**config.mk**
```make
export PLATFORM = sky130hd
export DESIGN_NAME = nscc_parser
export DESIGN_NICKNAME = d
export VERILOG_FILES = /design/src/nscc_pkg.sv /design/src/nscc_parser.sv
export SDC_FILE = /design/constraint.sdc
export NUM_CORES = 1
export LEC_CHECK = 0
export BUFFER_PORTS_ARGS = -buffer_cell sky130_fd_sc_hd__buf_4
export CORE_AREA = 5 5 80 82
export DETAILED_ROUTE_END_ITERATION = 12
export DIE_AREA = 0 0 85 87
export MAX_ROUTING_LAYER = met4
export PLACE_DENSITY = 0.76
export REMOVE_ABC_BUFFERS = 1
export SLEW_MARGIN = 20
export SYNTH_ARGS = -nofsm -noshare
export SYNTH_HDL_FRONTEND = slang
export SYNTH_SLANG_ARGS = --single-unit
```
**constraint.sdc**
```tcl
create_clock -name clk -period 2.56 [get_ports clk]
set_input_delay 0 -clock clk [delete_from_list [all_inputs] [get_ports clk]]
set_output_delay 0 -clock clk [all_outputs]
set_load 0.02 [all_outputs]
```
**src/nscc_pkg.sv**
```systemverilog
// Package for the NMEA sentence checksum checker.
// Holds the beat payload types, verdict codes and character constants.
// No dependencies; every other file in src imports it.
package nscc_pkg;

    localparam int unsigned MAX_FIELDS = 20;

    localparam logic [7:0] CH_DOLLAR = 8'h24;
    localparam logic [7:0] CH_STAR   = 8'h2A;
    localparam logic [7:0] CH_SPACE  = 8'h20;
    localparam logic [7:0] CH_NINE   = 8'h39;
    localparam logic [7:0] CH_COMMA  = 8'h2C;
    localparam logic [8:0] HEX_ALPHA_OFS = 9'd55;   // 'A' - 10
    localparam logic [8:0] HEX_DIGIT_OFS = 9'd48;   // '0'

    typedef enum logic [1:0] {
        POLICY_STRICT     = 2'd0,
        POLICY_BAD_ONLY   = 2'd1,
        POLICY_ACCEPT_ALL = 2'd2,
        POLICY_ACCEPT_ALT = 2'd3
    } policy_t;

    typedef enum logic [2:0] {
        VERDICT_GOOD      = 3'd0,
        VERDICT_NOSUM_OK  = 3'd1,
        VERDICT_BAD_OK    = 3'd2,
        VERDICT_BAD_REJ   = 3'd3,
        VERDICT_MISS_REJ  = 3'd4
    } verdict_t;

    typedef struct packed {
        logic [7:0] line_byte;
        logic       line_last;
    } in_beat_t;

    typedef struct packed {
        logic [2:0] verdict;
        logic [7:0] computed_sum;
        logic [4:0] field_count;
    } out_beat_t;

    // Hex digit decode without validation: above '9' minus 55, else minus 48.
    function automatic logic signed [8:0] hex_value(input logic [7:0] b);
        logic [8:0] ext;
        begin
            ext = {1'b0, b};
            if (b > CH_NINE)
            begin
                hex_value = $signed(ext - HEX_ALPHA_OFS);
            end
            else
            begin
                hex_value = $signed(ext - HEX_DIGIT_OFS);
            end
        end
    endfunction

endpackage

```
**src/nscc_parser.sv**
```systemverilog
// Sentence parser: phase tracking, running XOR, comma count, digit decode.
// Emits the verdict for the line on its last byte. Depends on nscc_pkg.
module nscc_parser (
    input  logic                clk,
    input  logic                rst_n,
    input  logic                step,
    input  nscc_pkg::in_beat_t  beat,
    input  logic [1:0]          policy,
    output logic                res_valid,
    output nscc_pkg::out_beat_t res
);
    import nscc_pkg::*;

    typedef enum logic [2:0] {
        PH_SEARCH = 3'd0,
        PH_BODY   = 3'd1,
        PH_DIG1   = 3'd2,
        PH_DIG2   = 3'd3,
        PH_HAVE   = 3'd4,
        PH_NOSUM  = 3'd5
    } phase_t;

    phase_t             phase_reg, phase_next;
    logic [7:0]         xor_reg, xor_next;
    logic signed [8:0]  first_digit_reg, first_digit_next;
    logic signed [12:0] received_reg, received_next;
    logic [4:0]         comma_reg, comma_next;
    logic signed [8:0]  digit;
    logic [2:0]         bad_code;
    logic [2:0]         miss_code;
    logic [2:0]         verdict;

    assign digit = hex_value(beat.line_byte);

    always_comb
    begin
        phase_next       = phase_reg;
        xor_next         = xor_reg;
        first_digit_next = first_digit_reg;
        received_next    = received_reg;
        comma_next       = comma_reg;
        unique case (phase_reg)
            PH_SEARCH:
            begin
                if (beat.line_byte == CH_DOLLAR)
                begin
                    phase_next = PH_BODY;
                end
            end
            PH_BODY:
            begin
                if (beat.line_byte < CH_SPACE)
                begin
                    phase_next = PH_NOSUM;
                end
                else if (beat.line_byte == CH_STAR)
                begin
                    phase_next = PH_DIG1;
                end
                else
                begin
                    xor_next = xor_reg ^ beat.line_byte;
                    if (beat.line_byte == CH_COMMA && comma_reg < 5'(MAX_FIELDS))
                    begin
                        comma_next = comma_reg + 5'd1;
                    end
                end
            end
            PH_DIG1:
            begin
                first_digit_next = digit;
                phase_next       = PH_DIG2;
            end
            PH_DIG2:
            begin
                received_next = {first_digit_reg, 4'b0000} + 13'(digit);
                phase_next    = PH_HAVE;
            end
            default:
            begin
            end
        endcase
    end

    assign bad_code  = (policy <= POLICY_BAD_ONLY) ? VERDICT_BAD_REJ : VERDICT_BAD_OK;
    assign miss_code = (policy == POLICY_STRICT) ? VERDICT_MISS_REJ : VERDICT_NOSUM_OK;

    always_comb
    begin
        unique case (phase_next)
            PH_BODY, PH_NOSUM:
            begin
                verdict = miss_code;
            end
            PH_HAVE:
            begin
                verdict = (received_next == $signed({5'b00000, xor_next})) ? VERDICT_GOOD
                                                                            : bad_code;
            end
            default:
            begin
                verdict = bad_code;
            end
        endcase
    end

    assign res_valid        = beat.line_last && (phase_next != PH_SEARCH);
    assign res.verdict      = verdict;
    assign res.computed_sum = xor_next;
    assign res.field_count  = comma_next;

    always_ff @(posedge clk or negedge rst_n)
    begin
        if (!rst_n)
        begin
            phase_reg       <= PH_SEARCH;
            xor_reg         <= '0;
            first_digit_reg <= '0;
            received_reg    <= '0;
            comma_reg       <= '0;
        end
        else if (step)
        begin
            if (beat.line_last)
            begin
                phase_reg       <= PH_SEARCH;
                xor_reg         <= '0;
                first_digit_reg <= '0;
                received_reg    <= '0;
                comma_reg       <= '0;
            end
            else
            begin
                phase_reg       <= phase_next;
                xor_reg         <= xor_next;
                first_digit_reg <= first_digit_next;
                received_reg    <= received_next;
                comma_reg       <= comma_next;
            end
        end
    end

endmodule

```
## After elaboration in Yosys (flattened, before gate mapping)

Index checks and enable logic that the tools add are counted.
W data, S select, Z words.

- Magnitude comparators: 4
- Reductions and logical operators: 8
- Eq/ne operators: 10
- Bitwise operators: 1
- Muxes and demuxes: 23
- Add/sub/neg operators: 4

Operators by type and width:

| operator | number |
|---|---|
| $mux W8 | 4 |
| $mux W9 | 3 |
| $mux W13 | 2 |
| $mux W5 | 5 |
| $eq A8 B6 Y1 const B | 3 |
| $sub A8 B6 Y9 const B | 2 |
| $mux W3 | 5 |
| $add A13 B13 Y13 | 1 |
| $eq A13 B9 Y1 | 1 |
| $pmux W3 S4 | 1 |
| $gt A8 B6 Y1 const B | 1 |
| $lt A8 B6 Y1 const B | 1 |
| $xor A8 B8 Y8 | 1 |
| $eq A3 B1 Y1 const B | 2 |
| $eq A3 B2 Y1 const B | 2 |
| $eq A3 B3 Y1 const B | 2 |
| $pmux W3 S2 | 1 |
| $add A5 B1 Y5 const B | 1 |
| $lt A5 B5 Y1 const B | 1 |
| $logic_not A3 Y1 | 1 |
| $reduce_bool A3 Y1 | 1 |
| $le A2 B1 Y1 const B | 1 |
| $logic_and A1 B1 Y1 | 2 |
| $logic_not A2 Y1 | 1 |
| 5 further kinds | 5 |

- Register bits after elaboration: 38
- Output and inout bits: 17
- Bits of input ports: 14

## Longest topological paths before layout

Gate-level depths: netlist (run 1).

- Depth in word-level cells: 7
- Gate-level depth with buffers: 16
- Gate-level depth less buffers: 16

## Worst setup path before layout (run 1)

No wires, ideal clock.

- Path kind: input to output
- Start point: input port beat[7] (netlist bit)
- End point: output port res[13] (netlist bit)
- Data arrival time: 2.915 ns
- Data required time: 2.560 ns
- Slack: -0.355 ns
- Stages: 14
- Cells stage by stage: buf_6 -> or2_0 -> buf_6 -> a31oi_4 -> o21ai_0 -> fa_1 -> xnor2_1 -> mux2i_1 -> xor2_1 -> nand4_1 -> a2111oi_0 -> and4_1 -> a41oi_2 -> o2bb2ai_1

RTL lines:

| element | line | source |
|---|---|---|
| start, declared | nscc_parser.sv:7 | `input nscc_pkg::in_beat_t beat,` |
| end, declared | nscc_parser.sv:10 | `output nscc_pkg::out_beat_t res` |

==> impl_metrics.env, run 1 <==
export IMPL_most_common_layout_cells="sky130_fd_sc_hd__buf_4, sky130_fd_sc_hd__dfrtp_1, sky130_fd_sc_hd__nand2_1"
export IMPL_die_height_um=87
export IMPL_leakage_nw=1.80
export IMPL_core_area_mm2=0.00568
export IMPL_detail_route_drc_violations=0
export IMPL_regToRegSetupSlack_ps=200
export IMPL_grt_pass1_vias=2774
export IMPL_first_pass_grt_wire_length_um=13700
export IMPL_effective_utilization_at_floorplan_pct=50.8
export IMPL_worstPathMaxFanout=5
export IMPL_drt_antenna_violating_nets=0
export IMPL_num_rows=28
export IMPL_synth_lib_cells_used_distinct=60
export IMPL_class_of_the_tightest_hold_or_removal_check="input pin to flip-flop"
export IMPL_syn_area_per_cell_um2=9.21
export IMPL_finalWorstPathRequiredPeriod_ps=2930
export IMPL_synthArstFlopShare_pct=100
export IMPL_grt_usage_pct=24.2
export IMPL_initialDrtViolationCount=228
export IMPL_final_hold_vio_count=0
export IMPL_avgRoutedWirePerCell_um=18.2
export IMPL_largest_net_degree_at_the_start_of_global_routing=39
export IMPL_reg2regPathDepth=11
export IMPL_hold_path_startpoint="beat[0]"
export IMPL_clk_latency_ps=290
export IMPL_clock_sinks=38
export IMPL_reg2reg_to="received_reg[12]"
export IMPL_postLayoutCellArea_mm2=0.00386
export IMPL_total_number_of_yosys_warnings=0
export IMPL_finalSetupTns_ps=-589
export IMPL_cell_area_after_placement_mm2=0.00352
export IMPL_diodes_inserted=0
export IMPL_largest_register_ff_count=13
export IMPL_buffer_ports_inserted=30
export IMPL_fin_skew_ps=5.31
export IMPL_area_growth_synth_to_final_pct=33.8
export IMPL_globalplace_congestion=0.986
export IMPL_drt_pass1_iterations=5
export IMPL_critical_path_reg2reg_startpoint="first_digit_reg[0]"
export IMPL_crit_arrival_ps=2930
export IMPL_finalCritPeriodShare_pct=114
export IMPL_per_cell_via_count_in_the_routed_design=6.09
export IMPL_violations="negative setup slack"
export IMPL_synth_edff_count=0
export IMPL_die_area_mm2=0.00740
export IMPL_irDropWorstVdd_v=0.000307
export IMPL_slew_limit_headroom_pct=52.5
export IMPL_clock_tree_htree_level_count=2
export IMPL_critPathLaunchType="input pin"
export IMPL_timing_fmax_mhz=342
export IMPL_route_vias_total=2860
export IMPL_layout_cells_most_common="sky130_fd_sc_hd__buf_4"
export IMPL_postSynthRegisterBits=38
export IMPL_cp_required_ps=2560
export IMPL_post_synth_instance_area_mm2=0.00288
export IMPL_worst_setup_hold_path_clk_slew_ps=80
export IMPL_finalMaxSlewViolations=0
export IMPL_endpoint_kind="output port"
export IMPL_report_power_total_mw=1.61
export IMPL_post_dp_hpwl_um=6260
export IMPL_hold_depth=2
export IMPL_layout_setup_ws_ps=-366
export IMPL_setup_repair_after_global_routing_missed_its_margin="true"
export IMPL_synthesis_instances=313
export IMPL_yosys_most_used_dff="sky130_fd_sc_hd__dfrtp_1"
export IMPL_maxcap_violations=0
export IMPL_detail_route_wirelength_um=8570
export IMPL_tightest_slew_ps=708
export IMPL_run_status="finished with violations"
export IMPL_timing_hold_worst_endpoint="xor_reg[7]"
export IMPL_ios=31
export IMPL_final_net_count=426
export IMPL_cts_tree="yes"
export IMPL_root_buffer="sky130_fd_sc_hd__clkbuf_8"
export IMPL_final_util_pct=68.0
export IMPL_globalRoute_totalOverflow=0
export IMPL_yosysSeqAreaShare_pct=33.0
export IMPL_fp_dieW_um=85
export IMPL_dp_slack_ps=-685
export IMPL_cts_buffers=5
export IMPL_final_layout_size_suffix_gt1_share_pct=32.4
export IMPL_p_per_area_mw_per_mm2=418
export IMPL_crit_type="input pin to output port"
export IMPL_cts_buffer_depth=2
export IMPL_grt_antenna_before_repair=0
export IMPL_finalSetupViolations=2
## synth_stat cells, types with 2 or more instances
library cell	number	area share [%]
sky130_fd_sc_hd__o21bai_1	2	0.52
sky130_fd_sc_hd__nand2b_1	3	0.65
sky130_fd_sc_hd__a22oi_1	5	1.3
sky130_fd_sc_hd__inv_1	18	2.3
sky130_fd_sc_hd__nor3_1	6	1.0
sky130_fd_sc_hd__nand3b_1	2	0.52
sky130_fd_sc_hd__o31ai_1	3	0.78
sky130_fd_sc_hd__buf_6	3	1.2
sky130_fd_sc_hd__ha_1	17	7.4
sky130_fd_sc_hd__a22o_1	17	5.2
sky130_fd_sc_hd__nand4_1	3	0.65
sky130_fd_sc_hd__a2111oi_0	2	0.61
sky130_fd_sc_hd__o21ai_1	2	0.35
sky130_fd_sc_hd__nor2b_1	2	0.43
sky130_fd_sc_hd__clkbuf_1	12	1.6
sky130_fd_sc_hd__a31oi_1	3	0.65
sky130_fd_sc_hd__mux2i_1	8	2.8
sky130_fd_sc_hd__o22ai_1	5	1.1
sky130_fd_sc_hd__or3_1	2	0.43
sky130_fd_sc_hd__a21oi_1	10	1.7
sky130_fd_sc_hd__nand4b_1	2	0.61
sky130_fd_sc_hd__and4_1	2	0.61
sky130_fd_sc_hd__o2bb2ai_1	14	4.3
sky130_fd_sc_hd__nand3_1	2	0.35
sky130_fd_sc_hd__o211ai_1	2	0.52
sky130_fd_sc_hd__o21a_1	4	1.0
sky130_fd_sc_hd__xnor2_1	18	5.5
sky130_fd_sc_hd__xor2_1	9	2.7
sky130_fd_sc_hd__nand2_1	27	3.5
sky130_fd_sc_hd__dfrtp_1	38	33
sky130_fd_sc_hd__nor2_1	18	2.3
sky130_fd_sc_hd__a211oi_1	2	0.52
sky130_fd_sc_hd__and2_1	3	0.65
sky130_fd_sc_hd__o21ai_0	21	3.6
## worst max-delay path, stage by stage
cell and delay (ps):
sky130_fd_sc_hd__buf_8 110, sky130_fd_sc_hd__ha_4 160, sky130_fd_sc_hd__a21oi_4 140, sky130_fd_sc_hd__nand2_2 80, sky130_fd_sc_hd__xnor2_2 160, sky130_fd_sc_hd__ha_2 220
sky130_fd_sc_hd__inv_2 50, sky130_fd_sc_hd__fa_2 380, sky130_fd_sc_hd__xnor2_2 170, sky130_fd_sc_hd__mux2i_1 180, sky130_fd_sc_hd__xor2_1 180, sky130_fd_sc_hd__nand4_1 130
sky130_fd_sc_hd__a2111oi_2 220, sky130_fd_sc_hd__and4_1 260, sky130_fd_sc_hd__a41oi_2 140, sky130_fd_sc_hd__o2bb2ai_1 150, sky130_fd_sc_hd__buf_4 180
## stage by stage
stage / cells / hold slack, ps
finish: 470 / 30.3
global route: 470 / 16.2
CTS: 468 / 13.7
detailed placement: 453 / 3.54
global placement: 453 / -4.20
floorplan: 296 / -296
## where the power goes
group          total [mW]  switching [mW]  internal (mW)
clock network       0.625           0.235          0.391
logic               0.346           0.183          0.162
registers           0.642          0.0211          0.621
## kinds of logic (layout without fill, tap and decap cells)
family | after synthesis | after routing | synth area share, %
multiplexers | 9 | 9 | 3.17
flip-flops | 38 | 38 | 33.0
AND/OR/NAND/NOR | 79 | 79 | 14.1
buffers and inverters | 36 | 118 | 5.51
XOR/XNOR | 29 | 29 | 9.33
adder cells (fa/ha/maj) | 18 | 18 | 8.07
AO/OA/AOI/OAI | 104 | 104 | 26.8
## repair_timing
| action | 4_1_cts | 5_1_grt |
|---|---|---|
| setup buffers | 5 | 2 |
| resized for setup | 34 | 1 |
| setup endpoints to repair | 3 | 4 |
| hold buffers | 2 | 0 |
| gates cloned | 0 | 0 |
| endpoints found under the hold margin | 42 | 0 |
| pin swaps | 19 | 3 |
## worst max-delay path by stage
stage	from	end	slack (ps)	depth (start not counted)
finish	beat[1]	res[13]	-370	17
floorplan	beat[8]	res[13]	-350	12
global placement	beat[1]	res[13]	-540	17
detailed placement	beat[1]	res[13]	-680	17
global route	beat[2]	res[13]	-540	17
CTS	beat[1]	res[13]	-300	17
## cell type report
class / count / area (µm²)
timing repair buffer: 91 / 719
multi-input combinational: 239 / 1880
sequential: 38 / 951
fill: 456 / 1820
clock inverter: 3 / 68.8
tap: 75 / 93.8
inverter: 19 / 71.3
clock buffer: 5 / 68.8
## per-layer routing
metal / wire length (µm) / GRT usage, % / vias to the layer above
li1: - / - / 1315
met1: 3530 / 29.2 / 1395
met2: 4240 / 40.9 / 124
met3: 511 / 3.69 / 26
met4: 286 / 9.21 / 0
met5: 0 / - / -
(Power assumes the default switching activity.)
==> inputs of run 2 (changes only) <==
Settings changed: ABC_AREA from default to 1, CORE_AREA 5 5 80 82 to 5 5 82 84, DIE_AREA 0 0 85 87 to 0 0 87 89, PLACE_DENSITY 0.76 to 0.75, SKIP_CTS_REPAIR_TIMING from default to 1.
==> impl_metrics.env, run 2 <==
export IMPL_leakage_nw=1.97
export IMPL_largest_net_degree_at_the_start_of_global_routing=39
export IMPL_num_rows=28
export IMPL_die_height_um=89
export IMPL_critical_path_reg2reg_startpoint="first_digit_reg[0]"
export IMPL_finalSetupViolations=2
export IMPL_combPwrFrac_pct=15.4
export IMPL_final_cells=582
export IMPL_cell_area_after_placement_mm2=0.00354
export IMPL_power_internal_mw=1.08
export IMPL_final_util_pct=65.2
export IMPL_detail_route_wirelength_um=8630
export IMPL_run_status="finished with violations"
export IMPL_finalMaxSlewViolations=0
export IMPL_layout_cells_most_common="sky130_fd_sc_hd__nand2_1"
export IMPL_post_dp_hpwl_um=6450
export IMPL_fp_dieW_um=87
export IMPL_yosysSeqAreaShare_pct=31.3
export IMPL_largest_register_ff_count=13
export IMPL_worstPathMaxFanout=3
export IMPL_clkPwrFrac_pct=43.6
export IMPL_postSynthRegisterBits=38
export IMPL_reg2regPathDepth=12
export IMPL_power_switching_uw=384
export IMPL_post_synth_instance_area_mm2=0.00304
export IMPL_seq_power_share_pct=41.0
export IMPL_final_net_count=538
export IMPL_avgRoutedWirePerCell_um=14.8
export IMPL_globalRoute_totalOverflow=0
export IMPL_syn_area_per_cell_um2=6.88
export IMPL_drt_pass1_iterations=6
export IMPL_first_pass_grt_wire_length_um=14200
export IMPL_route_vias_total=3110
export IMPL_cts_buffer_depth=2
export IMPL_p_per_area_mw_per_mm2=385
export IMPL_synth_top_cells_by_count="sky130_fd_sc_hd__nand2_1, sky130_fd_sc_hd__inv_1, sky130_fd_sc_hd__nand3_1"
export IMPL_root_buffer="sky130_fd_sc_hd__clkbuf_8"
export IMPL_slew_limit_headroom_pct=53.4
export IMPL_clock_sinks=38
export IMPL_crit_arrival_ps=2810
export IMPL_drt_antenna_violating_nets=0
export IMPL_reg2reg_to="received_reg[12]"
export IMPL_crit_path_top_delay_cell="sky130_fd_sc_hd__fa_2"
export IMPL_grt_usage_pct=24.2
export IMPL_power_share_switching_pct=26.2
export IMPL_endpoint_kind="output port"
export IMPL_synthArstFlopShare_pct=100
export IMPL_most_common_layout_cells="sky130_fd_sc_hd__nand2_1, sky130_fd_sc_hd__inv_1, sky130_fd_sc_hd__buf_4"
export IMPL_clk_latency_ps=300
export IMPL_synth_top_cell_area_share_pct=31.3
export IMPL_finalWorstPathRequiredPeriod_ps=2810
export IMPL_violations="negative setup slack"
export IMPL_hold_path_startpoint="step"
export IMPL_worst_setup_hold_path_clk_slew_ps=90
export IMPL_regToRegSetupSlack_ps=530
export IMPL_maxcap_violations=0
export IMPL_final_hold_vio_count=0
export IMPL_synth_lib_cells_used_distinct=35
export IMPL_per_cell_via_count_in_the_routed_design=5.34
export IMPL_buffer_ports_inserted=30
export IMPL_synthesis_instances=442
export IMPL_tightest_slew_ps=699
export IMPL_area_growth_synth_to_final_pct=25.4
export IMPL_critPathLaunchType="input pin"
export IMPL_yosysMostFrequentCell="sky130_fd_sc_hd__nand2_1"
export IMPL_report_power_total_mw=1.47
export IMPL_cts_buffers=5
export IMPL_hold_ws_ps=107
export IMPL_finalCritPeriodShare_pct=110
export IMPL_layout_setup_ws_ps=-247
export IMPL_cts_tree="yes"
export IMPL_synth_largest_area_cell="sky130_fd_sc_hd__dfrtp_1"
export IMPL_timing_critical_path_from="beat[5]"
export IMPL_yosys_most_used_dff="sky130_fd_sc_hd__dfrtp_1"
export IMPL_class_of_the_tightest_hold_or_removal_check="input pin to flip-flop"
export IMPL_final_layout_size_suffix_gt1_share_pct=23.7
export IMPL_postLayoutCellArea_mm2=0.00381
export IMPL_crit_type="input pin to output port"
export IMPL_setup_repair_after_global_routing_missed_its_margin="true"
export IMPL_initialDrtViolationCount=254
export IMPL_hold_depth=2
export IMPL_effective_utilization_at_floorplan_pct=52.0
export IMPL_total_number_of_yosys_warnings=0
export IMPL_core_area_mm2=0.00585
export IMPL_ios=31
export IMPL_grt_antenna_before_repair=0
export IMPL_ys_top_cells_by_area="sky130_fd_sc_hd__dfrtp_1, sky130_fd_sc_hd__nand2_1, sky130_fd_sc_hd__inv_1"
export IMPL_irDropWorstVdd_v=0.000281
export IMPL_worst_path_largest_cell_delay_ps=360
export IMPL_synth_edff_count=0
export IMPL_detail_route_drc_violations=0
export IMPL_timing_fmax_mhz=356
export IMPL_critical_path_top_cell_by_count="sky130_fd_sc_hd__nand2_1"
export IMPL_die_area_mm2=0.00774
export IMPL_diodes_inserted=0
export IMPL_clock_tree_htree_level_count=2
export IMPL_placed_cell_count=570
export IMPL_fin_skew_ps=10.4
export IMPL_timing_hold_worst_endpoint="comma_reg[0]"
export IMPL_globalplace_congestion=0.900
export IMPL_grt_pass1_vias=3031
export IMPL_cp_required_ps=2560
-- run 2: worst max-delay path by stage --
stage / to
after floorplan: res[14]
after global placement: res[14]
after detailed placement: res[14]
after CTS: res[14]
after global routing: res[13]
final: res[13]
-- run 2: cells by family after synthesis --
family	count (synthesis)	share of synthesized area (%)
and+or+nand+nor	219	33.7
buffers and inverters	91	11.8
adders and majority gates	18	7.65
AOI/OAI and AO/OA	68	13.0
DFF	38	31.3
xor gates and xnor gates	8	2.55
-- run 2: final cells by class --
class	count	area, µm²
timing repair buffer	63	502
clock buffer	5	68.8
fill	517	2040
tap	75	93.8
sequential	38	951
inverter	85	324
clock inverter	3	68.8
multi-input combinational	313	1810
-- run 2: routing by layer --
layer | track usage (%) | part of all wire (%) | routed length [µm]
met5 | - | 0 | 0
met4 | 7.08 | 1.7 | 150
met3 | 3.04 | 4.9 | 420
met2 | 40.0 | 49 | 4210
met1 | 31.1 | 45 | 3850
-- run 2: power groups by stage --
| stage | Combinational, mW | Sequential, mW | Clock (mW) |
|---|---|---|---|
| global placement | 0.206 | 0.613 | 0 |
| finish | 0.227 | 0.601 | 0.640 |
| floorplan | 0.0932 | 0.613 | 0 |
| global route | 0.251 | 0.601 | 0.671 |
| detailed placement | 0.208 | 0.613 | 0 |
| CTS | 0.209 | 0.601 | 0.645 |
-- run 2: worst max-delay path, delay by kind of cell --
kind | cells | cell delay [ps]
AND/OR/NAND/NOR | 18 | 1480
adder cells (fa/ha/maj) | 3 | 670
buffers and inverters | 7 | 470
XOR/XNOR | 1 | 180
-- run 2: metrics by stage --
stage | worst slack, ps | TNS (ps)
2_1_floorplan | 66.3 | 0
3_5_place_dp | -287 | -559
4_1_cts | -304 | -594
3_3_place_gp | -244 | -468
5_1_grt | -520 | -990
6_report | -247 | -487
==> inputs of run 3 (changes only) <==
--- a/config.mk
+++ b/config.mk
@@ -13,3 +13,3 @@
 export MAX_ROUTING_LAYER = met4
-export PLACE_DENSITY = 0.75
+export PLACE_DENSITY = 0.74
 export REMOVE_ABC_BUFFERS = 1
==> constraint.sdc (replaced) <==
create_clock -name clk -period 2.56 [get_ports clk]
set_input_delay 0.256 -clock clk [delete_from_list [all_inputs] [get_ports clk]]
set_output_delay 0.256 -clock clk [all_outputs]
set_load 0.02 [all_outputs]
==> impl_metrics.env, run 3 (same netlist as run 2, synthesis figures left out) <==
export IMPL_irDropWorstVdd_v=0.000264
export IMPL_run_status="finished with violations"
export IMPL_layout_cells_most_common="sky130_fd_sc_hd__nand2_1"
export IMPL_root_buffer="sky130_fd_sc_hd__clkbuf_8"
export IMPL_cts_tree="yes"
export IMPL_nFillCells=498
export IMPL_largest_register_ff_count=13
export IMPL_finalCritPeriodShare_pct=130
export IMPL_timing_fmax_mhz=300
export IMPL_hold_path_startpoint="beat[1]"
export IMPL_finalWorstPathRequiredPeriod_ps=3330
export IMPL_final_hold_vio_count=0
export IMPL_globalRoute_totalOverflow=0
export IMPL_cts_buffer_depth=2
export IMPL_reg2reg_to="received_reg[12]"
export IMPL_grt_usage_pct=24.8
export IMPL_diodes_inserted=0
export IMPL_critPathLaunchType="input pin"
export IMPL_final_layout_size_suffix_gt1_share_pct=27.7
export IMPL_violations="negative setup slack"
export IMPL_first_pass_grt_wire_length_um=14700
export IMPL_class_of_the_tightest_hold_or_removal_check="input pin to flip-flop"
export IMPL_grt_antenna_before_repair=0
export IMPL_ios=31
export IMPL_tightest_slew_ps=782
export IMPL_setup_repair_after_global_routing_missed_its_margin="true"
export IMPL_endpoint_kind="output port"
export IMPL_die_height_um=89
export IMPL_detail_route_wirelength_um=8960
export IMPL_p_per_area_mw_per_mm2=374
export IMPL_placed_cell_count=590
export IMPL_worstPathMaxFanout=8
export IMPL_clock_tree_htree_level_count=2
export IMPL_layout_setup_ws_ps=-772
export IMPL_final_cells=602
export IMPL_worst_setup_hold_path_clk_slew_ps=80
export IMPL_drt_pass1_iterations=5
export IMPL_avgRoutedWirePerCell_um=14.9
export IMPL_initialDrtViolationCount=252
export IMPL_fp_dieW_um=87
export IMPL_per_cell_via_count_in_the_routed_design=5.36
export IMPL_num_rows=28
export IMPL_post_dp_hpwl_um=6730
export IMPL_fin_skew_ps=8.05
export IMPL_crit_type="input pin to output port"
export IMPL_finalMaxSlewViolations=0
export IMPL_drt_antenna_violating_nets=0
export IMPL_slew_limit_headroom_pct=47.9
export IMPL_regToRegSetupSlack_ps=590
export IMPL_route_vias_total=3227
export IMPL_cp_required_ps=2300
export IMPL_area_growth_synth_to_final_pct=30.7
export IMPL_largest_net_degree_at_the_start_of_global_routing=39
export IMPL_maxcap_violations=0
export IMPL_globalplace_congestion=0.938
export IMPL_cts_buffers=5
export IMPL_final_net_count=558
export IMPL_finalSetupViolations=2
export IMPL_clk_latency_ps=300
export IMPL_die_area_mm2=0.00774
export IMPL_critical_path_reg2reg_startpoint="first_digit_reg[0]"
export IMPL_final_util_pct=68.0
export IMPL_leakage_nw=2.07
export IMPL_clock_sinks=38
export IMPL_crit_arrival_ps=3080
export IMPL_reg2regPathDepth=11
export IMPL_most_common_layout_cells="sky130_fd_sc_hd__nand2_1, sky130_fd_sc_hd__buf_4, sky130_fd_sc_hd__inv_1"
export IMPL_timing_hold_worst_endpoint="first_digit_reg[0]"
export IMPL_detail_route_drc_violations=0
export IMPL_effective_utilization_at_floorplan_pct=52.0
export IMPL_hold_depth=5
export IMPL_buffer_ports_inserted=30
export IMPL_grt_pass1_vias=3154
export IMPL_core_area_mm2=0.00585
==> run 3: cell types whose count changed in the layout (fill, tap and decap cells not counted), sizes merged <==
cell | previous run | this run
buf | 62 | 82
==> run 3: worst max-delay path, stage by stage <==
cell,delay [ps]
sky130_fd_sc_hd__buf_8,90
sky130_fd_sc_hd__inv_2,50
sky130_fd_sc_hd__ha_4,160
sky130_fd_sc_hd__nand2_2,60
sky130_fd_sc_hd__nand3_2,70
sky130_fd_sc_hd__nand2_2,90
sky130_fd_sc_hd__buf_4,150
sky130_fd_sc_hd__nor3_1,50
sky130_fd_sc_hd__a21oi_1,240
sky130_fd_sc_hd__ha_1,340
sky130_fd_sc_hd__a21oi_2,200
sky130_fd_sc_hd__nand2_1,90
sky130_fd_sc_hd__buf_4,130
sky130_fd_sc_hd__nand2_1,50
sky130_fd_sc_hd__nand3_1,90
sky130_fd_sc_hd__nand2_1,120
sky130_fd_sc_hd__nand3_1,80
sky130_fd_sc_hd__nor2_1,90
sky130_fd_sc_hd__nand2_1,70
sky130_fd_sc_hd__nor2_1,90
sky130_fd_sc_hd__nand4_1,150
sky130_fd_sc_hd__and2_4,210
sky130_fd_sc_hd__buf_6,120
==> run 3: how the worst max path moves through the flow <==
stage	cells past startpoint	endpoint	from
floorplan	26	res[14]	beat[1]
global placement	23	res[14]	beat[1]
detailed placement	23	res[14]	beat[1]
CTS	28	res[14]	beat[1]
global route	28	res[14]	beat[1]
finish	23	res[14]	beat[1]
==> run 3: power by group <==
part	switching [mW]	internal (mW)
registers	0.000672	0.600
clock network	0.242	0.391
logic	0.142	0.111
total	0.385	1.10
==> run 3: area by class of cell <==
class	instances	area [µm²]	share of cell area, %
clock inverters	3	68.8	1.73
clock buffers	5	68.8	1.73
multi-input cells	313	1810	45.6
well taps	75	93.8	2.36
repair buffers	83	656	16.5
flip-flops and latches	38	951	23.9
inverters	85	324	8.15
==> run 3: metal layers <==
metal	wire length [µm]	vias up	track usage, %
met5	0	-	-
met4	233	0	9.63
met3	457	19	3.87
met2	4460	98	41.5
met1	3810	1514	30.1
li1	-	1596	-
==> run 3: per-stage QoR <==
| step | instance area (µm²) | TNS, ps | hold WS [ps] | worst slack, ps | power [mW] |
|---|---|---|---|---|---|
| after detailed placement | 3690 | -2290 | 265 | -838 | 0.840 |
| after global placement | 3690 | -1790 | 265 | -775 | 0.837 |
| after CTS | 3830 | -1710 | -56.9 | -864 | 1.47 |
| after global routing | 3980 | -2050 | 407 | -1030 | 1.53 |
| after floorplan | 3000 | -898 | -39.6 | -446 | 0.706 |
| final | 3980 | -1520 | 390 | -772 | 1.49 |
